--- src/sv/sha1_pkg.sv ---
// Shared types, constants and helper functions of the SHA-1 digest unit.
package sha1_pkg;

    localparam int unsigned NumWords       = 5;
    localparam int unsigned SchedWords     = 16;
    localparam int unsigned Rounds         = 80;
    localparam int unsigned RoundsPerPhase = 20;
    localparam int unsigned LenOffset      = 56;

    typedef logic [31:0] t_word;
    typedef logic [6:0]  t_round;
    typedef logic [5:0]  t_fill;
    typedef logic [2:0]  t_widx;
    typedef logic [7:0]  t_byte;
    typedef logic [63:0] t_len;

    localparam t_widx  LastWordIdx = t_widx'(NumWords - 1);
    localparam t_round LastRound   = t_round'(Rounds - 1);
    localparam t_fill  LastFill    = 6'h3f;
    localparam t_fill  LenFill     = t_fill'(LenOffset);
    localparam t_byte  PadMark     = 8'h80;

    localparam t_word InitHash [NumWords] = '{
        32'h67452301, 32'hefcdab89, 32'h98badcfe, 32'h10325476, 32'hc3d2e1f0
    };

    typedef enum logic {
        OP_ABSORB = 1'b0,
        OP_FINISH = 1'b1
    } t_opcode;

    typedef enum logic [2:0] {
        ST_IDLE,
        ST_PAD,
        ST_ROUND,
        ST_FOLD,
        ST_EMIT
    } t_state;

    typedef enum logic [1:0] {
        PB_DATA,
        PB_MARK,
        PB_ZERO,
        PB_LEN
    } t_pad_sel;

    typedef enum logic [1:0] {
        PH_CH,
        PH_PAR1,
        PH_MAJ,
        PH_PAR2
    } t_phase;

    // Control bundle from the sequencer to the datapath.
    typedef struct packed {
        logic     in_ready;
        logic     out_valid;
        logic     shift_en;
        t_pad_sel pad_sel;
        logic [2:0] len_byte;
        logic     vars_load;
        logic     round_en;
        t_round   round_idx;
        logic     fold_en;
        logic     len_add;
        logic     restart;
        t_widx    word_idx;
        logic     last_word;
    } t_ctrl;

    function automatic t_phase round_phase(input t_round t);
        t_phase ph;
        priority if (t < t_round'(RoundsPerPhase))     ph = PH_CH;
        else if (t < t_round'(2 * RoundsPerPhase))     ph = PH_PAR1;
        else if (t < t_round'(3 * RoundsPerPhase))     ph = PH_MAJ;
        else                                           ph = PH_PAR2;
        return ph;
    endfunction

    function automatic t_word round_k(input t_phase ph);
        t_word k;
        unique case (ph)
            PH_CH:   k = 32'h5a827999;
            PH_PAR1: k = 32'h6ed9eba1;
            PH_MAJ:  k = 32'h8f1bbcdc;
            PH_PAR2: k = 32'hca62c1d6;
            default: k = 32'h5a827999;
        endcase
        return k;
    endfunction

endpackage

--- src/sv/sha1_if.sv ---
// Valid/ready channel interfaces for the input items and the digest words.
interface sha1_in_if;
    logic       valid;
    logic       ready;
    logic       opcode;
    logic [7:0] data_byte;

    modport source (output valid, output opcode, output data_byte, input ready);
    modport sink   (input valid, input opcode, input data_byte, output ready);
endinterface

interface sha1_out_if;
    logic        valid;
    logic        ready;
    logic [31:0] digest_word;
    logic [2:0]  word_index;
    logic        last_word;

    modport source (output valid, output digest_word, output word_index, output last_word,
                    input ready);
    modport sink   (input valid, input digest_word, input word_index, input last_word,
                    output ready);
endinterface

--- src/sv/sha1_round.sv ---
// One SHA-1 round: the shared round unit, reused for all 80 rounds.
module sha1_round (
    input  sha1_pkg::t_word  i_vars [sha1_pkg::NumWords],
    input  sha1_pkg::t_word  i_w,
    input  sha1_pkg::t_phase i_phase,
    output sha1_pkg::t_word  o_vars [sha1_pkg::NumWords]
);
    import sha1_pkg::*;

    t_word a, b, c, d, e, f, tmp;

    always_comb begin
        a = i_vars[0];
        b = i_vars[1];
        c = i_vars[2];
        d = i_vars[3];
        e = i_vars[4];
        unique case (i_phase)
            PH_CH:   f = (b & c) | (~b & d);
            PH_PAR1: f = b ^ c ^ d;
            PH_MAJ:  f = (b & c) | (b & d) | (c & d);
            PH_PAR2: f = b ^ c ^ d;
            default: f = b ^ c ^ d;
        endcase
        tmp = {a[26:0], a[31:27]} + f + e + round_k(i_phase) + i_w;
    end

    assign o_vars[0] = tmp;
    assign o_vars[1] = a;
    assign o_vars[2] = {b[1:0], b[31:2]};
    assign o_vars[3] = c;
    assign o_vars[4] = d;

endmodule

--- src/sv/sha1_seq.sv ---
// Sequencer: byte fill count, padding phases, round counter and digest word counter.
module sha1_seq (
    input  logic            i_clk,
    input  logic            i_rst_n,
    input  logic            i_in_valid,
    input  logic            i_in_opcode,
    input  logic            i_out_ready,
    output sha1_pkg::t_ctrl o_ctrl
);
    import sha1_pkg::*;

    t_state r_state, n_state;
    t_fill  r_fill, n_fill;
    t_round r_t, n_t;
    t_widx  r_k, n_k;
    logic   r_mark, n_mark;
    logic   r_lenph, n_lenph;
    logic   r_pad, n_pad;
    logic   r_final, n_final;
    logic   finish_req;
    logic   len_sel;

    assign finish_req = (t_opcode'(i_in_opcode) == OP_FINISH);
    // The length field starts at byte 56 of the final block and runs to its end.
    assign len_sel    = !r_mark && (r_lenph || (r_fill == LenFill));

    always_comb begin
        n_state = r_state;
        n_fill  = r_fill;
        n_t     = r_t;
        n_k     = r_k;
        n_mark  = r_mark;
        n_lenph = r_lenph;
        n_pad   = r_pad;
        n_final = r_final;
        unique case (r_state)
            ST_IDLE: begin
                if (i_in_valid) begin
                    if (finish_req) begin
                        n_state = ST_PAD;
                        n_pad   = 1'b1;
                        n_mark  = 1'b1;
                        n_lenph = 1'b0;
                        n_final = 1'b0;
                    end else begin
                        n_fill = r_fill + 6'd1;
                        if (r_fill == LastFill) begin
                            n_state = ST_ROUND;
                        end
                    end
                end
            end
            ST_PAD: begin
                n_fill = r_fill + 6'd1;
                if (r_mark) begin
                    n_mark = 1'b0;
                end else if (len_sel) begin
                    n_lenph = 1'b1;
                    if (r_fill == LastFill) begin
                        n_final = 1'b1;
                    end
                end
                if (r_fill == LastFill) begin
                    n_state = ST_ROUND;
                end
            end
            ST_ROUND: begin
                if (r_t == LastRound) begin
                    n_t     = '0;
                    n_state = ST_FOLD;
                end else begin
                    n_t = r_t + 7'd1;
                end
            end
            ST_FOLD: begin
                priority if (r_final) n_state = ST_EMIT;
                else if (r_pad)       n_state = ST_PAD;
                else                  n_state = ST_IDLE;
            end
            ST_EMIT: begin
                if (i_out_ready) begin
                    if (r_k == LastWordIdx) begin
                        n_k     = '0;
                        n_pad   = 1'b0;
                        n_final = 1'b0;
                        n_lenph = 1'b0;
                        n_state = ST_IDLE;
                    end else begin
                        n_k = r_k + 3'd1;
                    end
                end
            end
            default: n_state = ST_IDLE;
        endcase
    end

    always_comb begin
        o_ctrl           = '0;
        o_ctrl.in_ready  = (r_state == ST_IDLE);
        o_ctrl.out_valid = (r_state == ST_EMIT);
        o_ctrl.len_byte  = r_fill[2:0];
        o_ctrl.round_idx = r_t;
        o_ctrl.word_idx  = r_k;
        o_ctrl.last_word = (r_k == LastWordIdx);
        o_ctrl.pad_sel   = PB_DATA;
        unique case (r_state)
            ST_IDLE: begin
                o_ctrl.shift_en = i_in_valid && !finish_req;
                o_ctrl.len_add  = i_in_valid && !finish_req;
            end
            ST_PAD: begin
                o_ctrl.shift_en = 1'b1;
                priority if (r_mark) o_ctrl.pad_sel = PB_MARK;
                else if (len_sel)    o_ctrl.pad_sel = PB_LEN;
                else                 o_ctrl.pad_sel = PB_ZERO;
            end
            ST_ROUND: o_ctrl.round_en = 1'b1;
            ST_FOLD:  o_ctrl.fold_en  = 1'b1;
            ST_EMIT:  o_ctrl.restart  = i_out_ready && (r_k == LastWordIdx);
            default:  o_ctrl.in_ready = 1'b0;
        endcase
        // The byte that completes a block starts the compression.
        o_ctrl.vars_load = o_ctrl.shift_en && (r_fill == LastFill);
    end

    always_ff @(posedge i_clk) begin
        if (!i_rst_n) begin
            r_state <= ST_IDLE;
            r_fill  <= '0;
            r_t     <= '0;
            r_k     <= '0;
            r_mark  <= 1'b0;
            r_lenph <= 1'b0;
            r_pad   <= 1'b0;
            r_final <= 1'b0;
        end else begin
            r_state <= n_state;
            r_fill  <= n_fill;
            r_t     <= n_t;
            r_k     <= n_k;
            r_mark  <= n_mark;
            r_lenph <= n_lenph;
            r_pad   <= n_pad;
            r_final <= n_final;
        end
    end

endmodule

--- src/sv/sha1_message_digest_unit.sv ---
// Top level of the SHA-1 digest unit: block shift line, chaining value and working variables.
//
//  channel  | dir | beat carries                          | accepted when
//  ---------+-----+---------------------------------------+---------------------------
//  i_in     | in  | opcode, data_byte                     | i_in.valid && i_in.ready
//  o_out    | out | digest_word, word_index, last_word    | o_out.valid && o_out.ready
//
// An absorb beat shifts in one byte; the beat that completes a 64-byte block also starts
// a compression (80 rounds in the single round unit, then a fold into the chaining value).
// A finish beat shifts in 9 to 72 padding bytes at one a cycle, runs one or two compressions,
// then offers five digest beats; the input stays not ready until the last one is taken.
// Reset is synchronous and returns the chaining value to the initial hash, length to zero.
// A stalled digest beat holds its payload until it is taken.
module sha1_message_digest_unit (
    input logic          i_clk,
    input logic          i_rst_n,
    sha1_in_if.sink      i_in,
    sha1_out_if.source   o_out
);
    import sha1_pkg::*;

    t_ctrl  ctrl;
    t_word  r_blk   [SchedWords];
    t_word  r_chain [NumWords];
    t_word  r_var   [NumWords];
    t_word  round_out [NumWords];
    t_len   r_len;
    t_byte  shift_byte;
    t_word  sched_mix;
    t_word  sched_next;

    sha1_seq u_seq (
        .i_clk       (i_clk),
        .i_rst_n     (i_rst_n),
        .i_in_valid  (i_in.valid),
        .i_in_opcode (i_in.opcode),
        .i_out_ready (o_out.ready),
        .o_ctrl      (ctrl)
    );

    sha1_round u_round (
        .i_vars  (r_var),
        .i_w     (r_blk[0]),
        .i_phase (round_phase(ctrl.round_idx)),
        .o_vars  (round_out)
    );

    always_comb begin
        unique case (ctrl.pad_sel)
            PB_DATA: shift_byte = i_in.data_byte;
            PB_MARK: shift_byte = PadMark;
            PB_ZERO: shift_byte = '0;
            // Big-endian length: byte 56 carries bits 63..56.
            PB_LEN:  shift_byte = r_len[{~ctrl.len_byte, 3'b000} +: 8];
            default: shift_byte = '0;
        endcase
    end

    // The shift line holds W[t]..W[t+15] during round t, so the taps sit at fixed places.
    assign sched_mix  = r_blk[13] ^ r_blk[8] ^ r_blk[2] ^ r_blk[0];
    assign sched_next = {sched_mix[30:0], sched_mix[31]};

    always_ff @(posedge i_clk) begin
        if (ctrl.shift_en) begin
            for (int i = 0; i < SchedWords - 1; i++) begin
                r_blk[i] <= {r_blk[i][23:0], r_blk[i + 1][31:24]};
            end
            r_blk[SchedWords - 1] <= {r_blk[SchedWords - 1][23:0], shift_byte};
        end else if (ctrl.round_en) begin
            for (int i = 0; i < SchedWords - 1; i++) begin
                r_blk[i] <= r_blk[i + 1];
            end
            r_blk[SchedWords - 1] <= sched_next;
        end
    end

    always_ff @(posedge i_clk) begin
        if (ctrl.vars_load) begin
            r_var <= r_chain;
        end else if (ctrl.round_en) begin
            r_var <= round_out;
        end
    end

    always_ff @(posedge i_clk) begin
        if (!i_rst_n || ctrl.restart) begin
            r_chain <= InitHash;
        end else if (ctrl.fold_en) begin
            for (int i = 0; i < NumWords; i++) begin
                r_chain[i] <= r_chain[i] + r_var[i];
            end
        end
    end

    always_ff @(posedge i_clk) begin
        if (!i_rst_n || ctrl.restart) begin
            r_len <= '0;
        end else if (ctrl.len_add) begin
            r_len <= r_len + 64'd8;
        end
    end

    assign i_in.ready        = ctrl.in_ready;
    assign o_out.valid       = ctrl.out_valid;
    assign o_out.digest_word = r_chain[ctrl.word_idx];
    assign o_out.word_index  = ctrl.word_idx;
    assign o_out.last_word   = ctrl.last_word;

endmodule

--- src/flat_wrapper.sv ---
// flat-port wrapper written by rule: the top's interface ports become plain ports
module sha1_message_digest_unit_flat import sha1_pkg::*;
  (i_clk, i_rst_n, i_in_valid, i_in_opcode, i_in_data_byte, i_in_ready, o_out_valid, o_out_digest_word, o_out_word_index, o_out_last_word, o_out_ready);
  sha1_in_if i_in_i ();
  sha1_out_if o_out_i ();
  input logic i_clk;
  input logic i_rst_n;
  input wire logic [$bits(i_in_i.valid)-1:0] i_in_valid;
  input wire logic [$bits(i_in_i.opcode)-1:0] i_in_opcode;
  input wire logic [$bits(i_in_i.data_byte)-1:0] i_in_data_byte;
  output wire logic [$bits(i_in_i.ready)-1:0] i_in_ready;
  output wire logic [$bits(o_out_i.valid)-1:0] o_out_valid;
  output wire logic [$bits(o_out_i.digest_word)-1:0] o_out_digest_word;
  output wire logic [$bits(o_out_i.word_index)-1:0] o_out_word_index;
  output wire logic [$bits(o_out_i.last_word)-1:0] o_out_last_word;
  input wire logic [$bits(o_out_i.ready)-1:0] o_out_ready;
  assign i_in_i.valid = i_in_valid;
  assign i_in_i.opcode = i_in_opcode;
  assign i_in_i.data_byte = i_in_data_byte;
  assign i_in_ready = i_in_i.ready;
  assign o_out_valid = o_out_i.valid;
  assign o_out_digest_word = o_out_i.digest_word;
  assign o_out_word_index = o_out_i.word_index;
  assign o_out_last_word = o_out_i.last_word;
  assign o_out_i.ready = o_out_ready;
  sha1_message_digest_unit u_core (.i_clk(i_clk), .i_rst_n(i_rst_n), .i_in(i_in_i), .o_out(o_out_i));
endmodule
--- config.mk ---
export PLATFORM = sky130hd
export DESIGN_NAME = sha1_message_digest_unit_flat
export DESIGN_NICKNAME = d
export VERILOG_FILES = /design/src/sv/sha1_pkg.sv /design/src/sv/sha1_if.sv /design/src/sv/sha1_round.sv /design/src/sv/sha1_seq.sv /design/src/sv/sha1_message_digest_unit.sv /design/src/flat_wrapper.sv
export SDC_FILE = /design/constraint.sdc
export NUM_CORES = 2
export LEC_CHECK = 0
export CORE_MARGIN = 1.5
export CORE_UTILIZATION = 45
export CTS_CLUSTER_DIAMETER = 200
export DETAILED_ROUTE_END_ITERATION = 6
export DONT_BUFFER_PORTS = 1
export GPL_TIMING_DRIVEN = 1
export PLACE_DENSITY = 0.57
export RECOVER_POWER = 50
export SLEW_MARGIN = 20
export SYNTH_ARGS = -nofsm -noshare
export SYNTH_HDL_FRONTEND = slang
export SYNTH_SLANG_ARGS = --single-unit
--- constraint.sdc ---
create_clock -name i_clk -period 24.6 [get_ports i_clk]
set_input_delay 2.46 -clock i_clk [delete_from_list [all_inputs] [get_ports i_clk]]
set_output_delay 2.46 -clock i_clk [all_outputs]
set_load 0.1 [all_outputs]
==> out/metrics.cfg <==
[outcome]
outcome = finished, violations left
violations = max-capacitance violations, max-slew violations

[synthesis]
ys_warn_count = 0
ys_top_cells_by_area = edfxtp_1 38%, nand2_1 15%, dfxtp_1 9.3%
synth_most_common_cell = nand2_1
synthArstFlopShare = 0
synth.distinct_cells = 89
synth.ff_latch_count = 916
ys.flop_type = edfxtp_1
synth_fp_nets = 6049
synth_edf_count = 672
synth_area_per_cell_um2 = 9.266
synthCells = 5684
ys_seq_area_frac = 0.4759
yosysTopAreaCellShare = 0.3831
synth_largest_area_cell = edfxtp_1
netlist_area_mm2 = 0.05267
ys_top_cells_by_count = 2098 x nand2_1, 672 x edfxtp_1, 270 x inv_1

[final_layout]
nFillCells = 10930
fin_nets = 5949
final_cells = 7196
syn_to_final_growth_pct = 9.231
final_area_mm2 = 0.05753
post-route-util = 0.4958
drive_gt1_frac = 0.05572

[run]
max_cap_violations = 20

[die]
core_mm2 = 0.1160
ios = 51
dieArea_mm2 = 0.1191
fp-row-count = 125
start_util = 0.4539
die_h_um = 345.1
die_width_um = 345.1

[detailed_routing]
routedWlPerCell_um = 19.91
drc = 0
drt_first_pass_iters = 7
ant_nets = 0
postRouteWirelength_um = 143300
viasPerCell = 5.458
drtIter0Drc = 3074
vias = 39280

[timing]
rsz0062_at_grt = false
setup_viol = 0
skew_ns = 0.02585
fin_crit_sh = 0.5745
maxSlewHeadroom = -5.205
slew_viol_final = 1473
tightestPinTransition_ns = 9.307
hold_viol_final = 0
period_needed_ns = 14.13
setup_tns_ns = 0
max_freq_mhz = 70.76

[setup_path]
r2r_start = u_core.u_seq.r_state[1]
cp-end-kind = register
critPathLaunchType = input port
reg2reg_depth = 7
reg2reg_slack_ns = 11.63
crit_arrival_ns = 14.22
path_class = input port to register
r2r-end = u_core.r_var[137]
critPathRequiredTime_ns = 24.69
path_max_fanout = 177

[min_path]
min_path_type = register to register
holdCritStartpoint = u_core.u_seq.r_pad
holdPathEnd = u_core.u_seq.r_pad
hold_path_depth = 2

[clocking]
clockRootBuffer = clkbuf_16
cts-htree-levels = 3
tritoncts = built
clk_latency_ns = 0.71
max-clock-path-buffers = 3
path_clk_slew_ns = 0.06
cts_sinks = 916
holdBufCountCts = 0
cts_buffers = 104
post-cts-setup-buffers = 0
cts_resized = 0

[placed_design]
dp.cells = 7001
place_congestion = 0.9205
post_dp_cell_area_mm2 = 0.05422
io_buffers = 0
hpwl_um = 99850

[global_routing]
grt-ovfl-total = 0
grt_pass1_vias = 37900
gr-usage-all-layers = 0.2380
grt_max_degree = 178
grt_pass1_wl_um = 222800
antenna_found_initial = 1

[power]
max-vdd-ir-drop_v = 0.00005525
power.leakage_nw = 24.03
powerDensity_mw_per_mm2 = 67.43

==> routing by layer <==
layer | part of all wire | wire [µm] | track usage | up-vias
met5 | 0 | 0 | 0 | -
li1 | - | - | - | 19090
met4 | 0.024 | 3462 | 0.06691 | 0
met1 | 0.46 | 66290 | 0.3370 | 19190
met2 | 0.47 | 66900 | 0.3856 | 826
met3 | 0.046 | 6643 | 0.02763 | 168
==> final cells by class <==
class / instances / area, µm² / share of cell area
clock inverter: 60 / 613.1 / 0.01066
sequential: 916 / 25070 / 0.4358
tap: 1524 / 1907 / 0.03314
antenna: 1 / 2.502 / 0.00004350
clock buffer: 133 / 2815 / 0.04893
multi-input combinational: 4236 / 25720 / 0.4470
timing repair buffer: 54 / 381.6 / 0.006633
inverter: 272 / 1021 / 0.01775
==> critical path, stage by stage <==
cell	delay (ns)
nor2_1	0.06
and3_1	0.79
nor2_1	0.18
clkbuf_1	2.51
nor2_4	0.78
clkbuf_1	6.24
o21ai_0	0.97
==> metrics by stage <==
step	worst slack (ns)	hold slack, ns	power, mW
floorplan	8.882	0.4258	2.266
global route	9.344	0.5052	4.037
global placement	16.75	0.4364	2.328
finish	10.47	0.4496	3.879
CTS	16.58	0.4496	3.906
detailed placement	16.63	0.4395	2.334
==> sequential cells by signal, indices dropped and copies added, names as in the netlist <==
name,flops
u_core.r_blk,512
u_core.r_chain,160
u_core.r_len,61
u_core.r_var,160
u_core.u_seq.r_fill,6
u_core.u_seq.r_final,1
u_core.u_seq.r_k,3
u_core.u_seq.r_lenph,1
u_core.u_seq.r_mark,1
u_core.u_seq.r_pad,1
u_core.u_seq.r_state,3
u_core.u_seq.r_t,7
==> power by group <==
part | leakage [nW] | internal (mW) | switching (mW) | total (mW)
combinational | 14.1 | 0.146 | 0.255 | 0.401
clock | 1.67 | 0.897 | 0.672 | 1.57
sequential | 8.26 | 1.83 | 0.0777 | 1.91
==> worst max-delay path by stage <==
stage,slack (ns),start,to
2_1_floorplan,8.88,i_in_opcode,u_core.r_blk[0][0]
3_3_place_gp,16.75,u_core.u_seq.r_t[5],u_core.r_var[157]
3_5_place_dp,16.63,u_core.u_seq.r_t[5],u_core.r_var[159]
4_1_cts,16.58,u_core.u_seq.r_t[5],u_core.r_var[157]
5_1_grt,9.34,i_in_opcode,u_core.r_var[137]
6_report,10.47,i_in_opcode,u_core.r_var[137]
==> cell families after synthesis <==
| logic type | Yosys count | synth area share |
|---|---|---|
| AOI/OAI and AO/OA | 906 | 0.1086 |
| xor gates and xnor gates | 310 | 0.05155 |
| adders and majority gates | 353 | 0.1016 |
| buffers and inverters | 532 | 0.03913 |
| DFF | 916 | 0.4759 |
| muxes | 65 | 0.02314 |
| and+or+nand+nor | 2602 | 0.2001 |
==> cell usage in the layout, fill, tap and decap left out, types with 9 or more instances in the layout <==
cell type,n
and2_1,11
and3_1,34
o21bai_1,27
a21oi_1,268
or3_1,32
o21ai_1,32
a221oi_1,26
mux4_2,45
a21o_1,101
nand2_1,2097
xnor2_1,200
fa_1,125
ha_1,225
inv_1,270
and4_1,11
edfxtp_1,672
o21ai_2,31
clkbuf_1,39
clkbuf_16,107
clkinv_1,14
nor2_1,188
clkinv_2,25
a22o_1,9
o211ai_1,55
dfxtp_1,241
o21ai_0,166
nand4_1,24
mux2i_1,16
nand2b_1,33
o31ai_1,16
buf_4,35
a31oi_1,27
a211oi_1,40
xor2_1,110
o21a_1,19
a221o_1,14
nand3_1,61
nor3_1,24
nor2b_1,37
Power figures use the tool's default switching activity.
